## config.mk

```make
export PLATFORM = sky130hd
export DESIGN_NAME = skyl_outreg
export DESIGN_NICKNAME = d
export VERILOG_FILES = /design/src/rtl/skyl_pkg.sv /design/src/rtl/skyl_atlas_top_dummy_placeholder.sv
export SDC_FILE = /design/constraint.sdc
export NUM_CORES = 1
export LEC_CHECK = 0
export BUFFER_PORTS_ARGS = -buffer_cell sky130_fd_sc_hd__buf_2
export CORE_MARGIN = 2
export CORE_UTILIZATION = 35
export DETAILED_ROUTE_END_ITERATION = 8
export PLACE_DENSITY = 0.7
export SLEW_MARGIN = 25
export SYNTH_ARGS = -nofsm -noshare
export SYNTH_HDL_FRONTEND = slang
export SYNTH_SLANG_ARGS = --single-unit
```

## constraint.sdc

```tcl
create_clock -name clk_i -period 2.3 [get_ports clk_i]
set_clock_uncertainty 0.15 [all_clocks]
set_input_delay 0.575 -clock clk_i [delete_from_list [all_inputs] [get_ports clk_i]]
set_output_delay 0.575 -clock clk_i [all_outputs]
set_load 0.03 [all_outputs]
```

## src/rtl/skyl_pkg.sv

```systemverilog
// Shared types and constants for the skyline atlas allocator.
// No dependencies; imported by the scan engine, the output register and the top level.
package skyl_pkg;

  localparam int unsigned PAD   = 2;
  localparam int unsigned REQ_W = 8;
  localparam int unsigned POS_W = 8;

  typedef struct packed {
    logic             full_res;
    logic             page;
    logic [POS_W-1:0] pos_x;
    logic [POS_W-1:0] pos_y;
  } skyl_res_t;

  typedef struct packed {
    logic idle;
    logic res_valid;
  } skyl_stat_t;

endpackage

```

## src/rtl/skyl_atlas_top_dummy_placeholder.sv

```systemverilog
// Result register stage between the scan engine and the output channel.
// Depends on skyl_pkg.
module skyl_outreg
  import skyl_pkg::*;
(
  input  logic      clk_i,
  input  logic      rst_ni,
  input  logic      res_valid_i,
  input  skyl_res_t res_i,
  output logic      res_take_o,
  output logic      out_valid_o,
  input  logic      out_stall_i,
  output skyl_res_t res_o
);

  logic      out_valid_q, out_valid_d;
  skyl_res_t res_q;

  // Load a new result when the register is empty or its transfer completes
  assign res_take_o  = res_valid_i && (!out_valid_q || !out_stall_i);
  assign out_valid_d = res_take_o ? 1'b1 : (out_valid_q && out_stall_i);

  always_ff @(posedge clk_i or negedge rst_ni) begin
    if (!rst_ni) begin
      out_valid_q <= 1'b0;
    end else begin
      out_valid_q <= out_valid_d;
    end
  end

  always_ff @(posedge clk_i) begin
    if (res_take_o) begin
      res_q <= res_i;
    end
  end

  assign out_valid_o = out_valid_q;
  assign res_o       = res_q;

endmodule
```

* Word level (Yosys, flattened, before mapping) *
Index checks and enable logic that the tools add are counted.

cells by class
  mux-type cells = 1
  reduce and logical (&&, ||, !) cells = 5

operators with widths
  cell               number
  $logic_and 1x1->1  2
  $logic_not 1->1    2
  $logic_or 1x1->1   1
  $mux 1             1

storage, ports and cells
  bits in registers = 19
  input bits = 22
  logic and storage cells = 11
  output and inout port bits = 20

* Depth between registers and ports, before layout *
  word-level depth = 4
  mapped depth = 1
  gate-level depth less buffers = 1

* Least setup slack after synthesis *
OpenSTA, ideal clock, no wires.

  kind = input to output
  from = in out_stall_i
  to = out res_take_o
  setup slack = 188 ps
  arrival = 1387 ps
  buffers on the path = 0
  stages on the path = 1
  data required time = 1575 ps
  cells stage by stage = a21boi_2

on the way
  longest elaborated chain between the ends = 3

ends and longest elaborated chain
  element             line                                    text
  start: declaration  skyl_atlas_top_dummy_placeholder.sv:12  input logic out_stall_i,
  $logic_not 1->1     skyl_atlas_top_dummy_placeholder.sv:20  assign res_take_o = res_valid_i && (!out_valid_q || !out_stall_i);
  $logic_or 1x1->1    skyl_atlas_top_dummy_placeholder.sv:20
  $logic_and 1x1->1   skyl_atlas_top_dummy_placeholder.sv:20
  end: declaration    skyl_atlas_top_dummy_placeholder.sv:10  output logic res_take_o,

Every way passes these cells.

* Worst setup path in the final report *
  from = reg out_valid_q (netlist: out_valid_o)
  to = out res_take_o

on the way
  longest elaborated chain between the ends = 3

ends and longest elaborated chain
  element                   line                                    text
  start: declaration        skyl_atlas_top_dummy_placeholder.sv:16  logic out_valid_q, out_valid_d;
  start signal: assignment  skyl_atlas_top_dummy_placeholder.sv:27  out_valid_q <= out_valid_d;
  $logic_not 1->1           skyl_atlas_top_dummy_placeholder.sv:20
  $logic_or 1x1->1          skyl_atlas_top_dummy_placeholder.sv:20
  $logic_and 1x1->1         skyl_atlas_top_dummy_placeholder.sv:20

Every way passes these cells.

==> impl_results.md <==
- Number of diodes: 0
- Seq/Total Area, Yosys: 96.8%
- Final Routed Wirelength: 1.04 mm
- Summed negative setup slack over all endpoints: 0 ps
- Worst setup path start: out_valid_o$_DFF_PN0_
- Cell count after synthesis: 21
- Most common cell after layout, fill and taps aside: sky130_fd_sc_hd__buf_2
- Area growth from synthesis to layout: 46.0%
- Detailed Route Iter0 Violations: 0
- Routed wirelength normalized by instance count: between 10 and 15 um
- Final number of hold-violating endpoints: 0
- TritonCTS clock tree: yes
- Clock net sink count: 19
- Standard-cell rows: 14
- Static power due to leakage: about 0.00038 uW
- Final-stage net count: between 90 and 100
- Final Wtd Congestion: 0.604
- Max stage delay cell, worst path: sky130_fd_sc_hd__dfrtp_1
- Yosys warning total: 0
- Outcome: finished, final reports clean
- Initial antenna violation count: 0
- Leading area contributor after synthesis: sky130_fd_sc_hd__edfxtp_1
- Number of max-slew violations in the final report: 0
- Congestion Overflow GR: 0
- Transition time at the pin with the least slew margin: roughly 230 ps
- Share of cells above drive strength 1: 67.6%
- Endpoint type of the worst setup path: output pin
- Worst-case reg-to-reg path depth: 2
- Max Cap Violations: 0
- Number of post-CTS setup repair buffers: 0
- Placed Cells: between 70 and 80
- Clock-pin slew on the worst setup and hold paths: 100 ps
- Global-route wire length before repair: about 1.5 mm
- Synthesized netlist net count: 43
- Required time of the worst setup path: around 1600 ps
- Type of the most critical hold path: input port to register
- Buffer cell driving the clock tree root: sky130_fd_sc_hd__clkbuf_4
- Critical path's largest stage delay: roughly 420 ps
- Worst Setup Start Kind: register
- Source-to-sink clock delay at the later pin of the worst-skew pair: 280 ps
- DRC errors left: 0
- Highest clock rate: 556 MHz
- Pin count of the biggest net entering global routing: 19
- Starting density of the core: 37.9%
- Worst voltage drop across the vdd grid: around 0.00042 V
- Non-filler cells, final: 84
- Number of cells traversed by the worst hold path: 1
- Resized cells post-CTS: 0
- Peak fanout along the critical path: 3
- Port bufs: 41
- Area share of the largest cell type after synthesis: between 90% and 100%
- Tcrit/Tclk final: 78.2%
- Horizontal die dimension: 44.9 um
- Distinct cell type count of the synthesized netlist: 4
- H-tree Lvls: 1
- Cell Pwr Density: 763 nW/um2
- Endpoint arrival time on the critical path: 1070 ps
- Via count: 364
- FF-to-FF Start: out_valid_o$_DFF_PN0_
- Kind of critical path: register to output pin
- Clock buffers created by TritonCTS: 3
- Syn Area/Cell: 27.8 um2
- Final number of setup-violating endpoints: 0
- Startpoint of the tightest hold check path: res_i[13]
- Iteration count of the initial detailed-routing pass: 1
- Minimum period implied by the final worst setup slack: 1800 ps
- Synth Register Bits: 19
- Number of routed nets with antenna violations: 0
- Global-route usage over all layers: 10.8%
- Number of global-route vias before repair: 357
- Series of cell instances along the critical path: a21boi_2, buf_2
- Most frequent cells in the layout: sky130_fd_sc_hd__buf_2, sky130_fd_sc_hd__edfxtp_1, sky130_fd_sc_hd__clkbuf_4
- Ratio of routed vias to standard cells: 4.33
- Number of placed I/O pins: 42
- Cell type group with the largest total delay on the critical path: flip-flops
- RSZ-0062 raised after global routing: no
- Buf+Inv Stages, Crit Path: 1
- Total standard cell area after synthesis: 584 um2
- Max-slew headroom at the worst pin: 85.0%
- Clock tree buffer depth: 2
- Die outline area: between 2000 and 2500 um2
- Die outline height: 44.9 um
- Placeable core region: 1540 um2
- Logic depth of the worst path, buffers included: 2
- Synth top area cells: sky130_fd_sc_hd__edfxtp_1, sky130_fd_sc_hd__dfrtp_1, sky130_fd_sc_hd__a21boi_2
-- metrics by stage --
stage	cell area (um2)	hold slack, ps	total power (uW)	setup WS [ps]	util [%]
final	853	309	651	501	55.4
after global routing	853	299	675	431	55.4
after CTS	853	301	659	485	55.4
after detailed placement	817	202	502	535	53.0
after global placement	817	201	499	534	53.0
after floorplan	584	129	463	188	-
-- worst reg2reg max path, delay by kind of cell, from the launching register on --
family                 cells  cell delay, ps
flip-flops                 1             420
AO/OA/AOI/OAI              1             160
buffers and inverters      1             270
-- kinds of logic (layout without fill, tap and decap cells) --
kind of cell | count (synthesis) | count (layout) | share of synthesized area [%]
flops | 19 | 19 | 96.8
compound gates | 2 | 2 | 3.21
buf+inv | 0 | 47 | 0
-- sequential cells by signal, indices dropped and copies added (netlist names) --
name,flops
out_valid_o,1
res_o,18
-- synth_stat cells --
cell type and n:
sky130_fd_sc_hd__edfxtp_1 18, sky130_fd_sc_hd__a21boi_2 1, sky130_fd_sc_hd__a21o_1 1, sky130_fd_sc_hd__dfrtp_1 1
-- power breakdown --
group          switching (uW)  internal, uW  leakage [uW]
logic                    59.1          29.2      0.000179
clock network            90.1          67.2     0.0000150
registers                4.68           401      0.000182
-- timing repair --
| action | CTS | global route |
|---|---|---|
| hold endpoints to repair | 1 | 0 |
| setup endpoints to repair | 0 | 0 |
| hold buffers | 1 | 0 |
-- path summary, 6_finish.rpt --
kind | slack (ps) | to
setup reg to reg | 1000 | res_o[7]$_DFFE_PP_
min in group asynchronous | 430 | out_valid_o$_DFF_PN0_
max in group asynchronous | 1490 | out_valid_o$_DFF_PN0_
hold reg to reg | 410 | out_valid_o$_DFF_PN0_
setup / recovery | 500 | res_take_o
hold / removal | 310 | res_o[13]$_DFFE_PP_
-- metal layers --
layer | global-route usage, % | up-vias | share of wire [%]
li1 | - | 177 | -
met1 | 11.6 | 169 | 35
met2 | 18.8 | 16 | 56
met3 | 4.00 | 2 | 8.5
met4 | 5.29 | 0 | 0.39
met5 | 0 | - | 0
-- cell type report --
class	instances	area [um2]
timing repair buffer	43	223
multi-input combinational	2	18.8
fill	134	688
tap	16	20.0
sequential	19	566
clock buffer	4	26.3
Power figures use the tool's default switching activity.
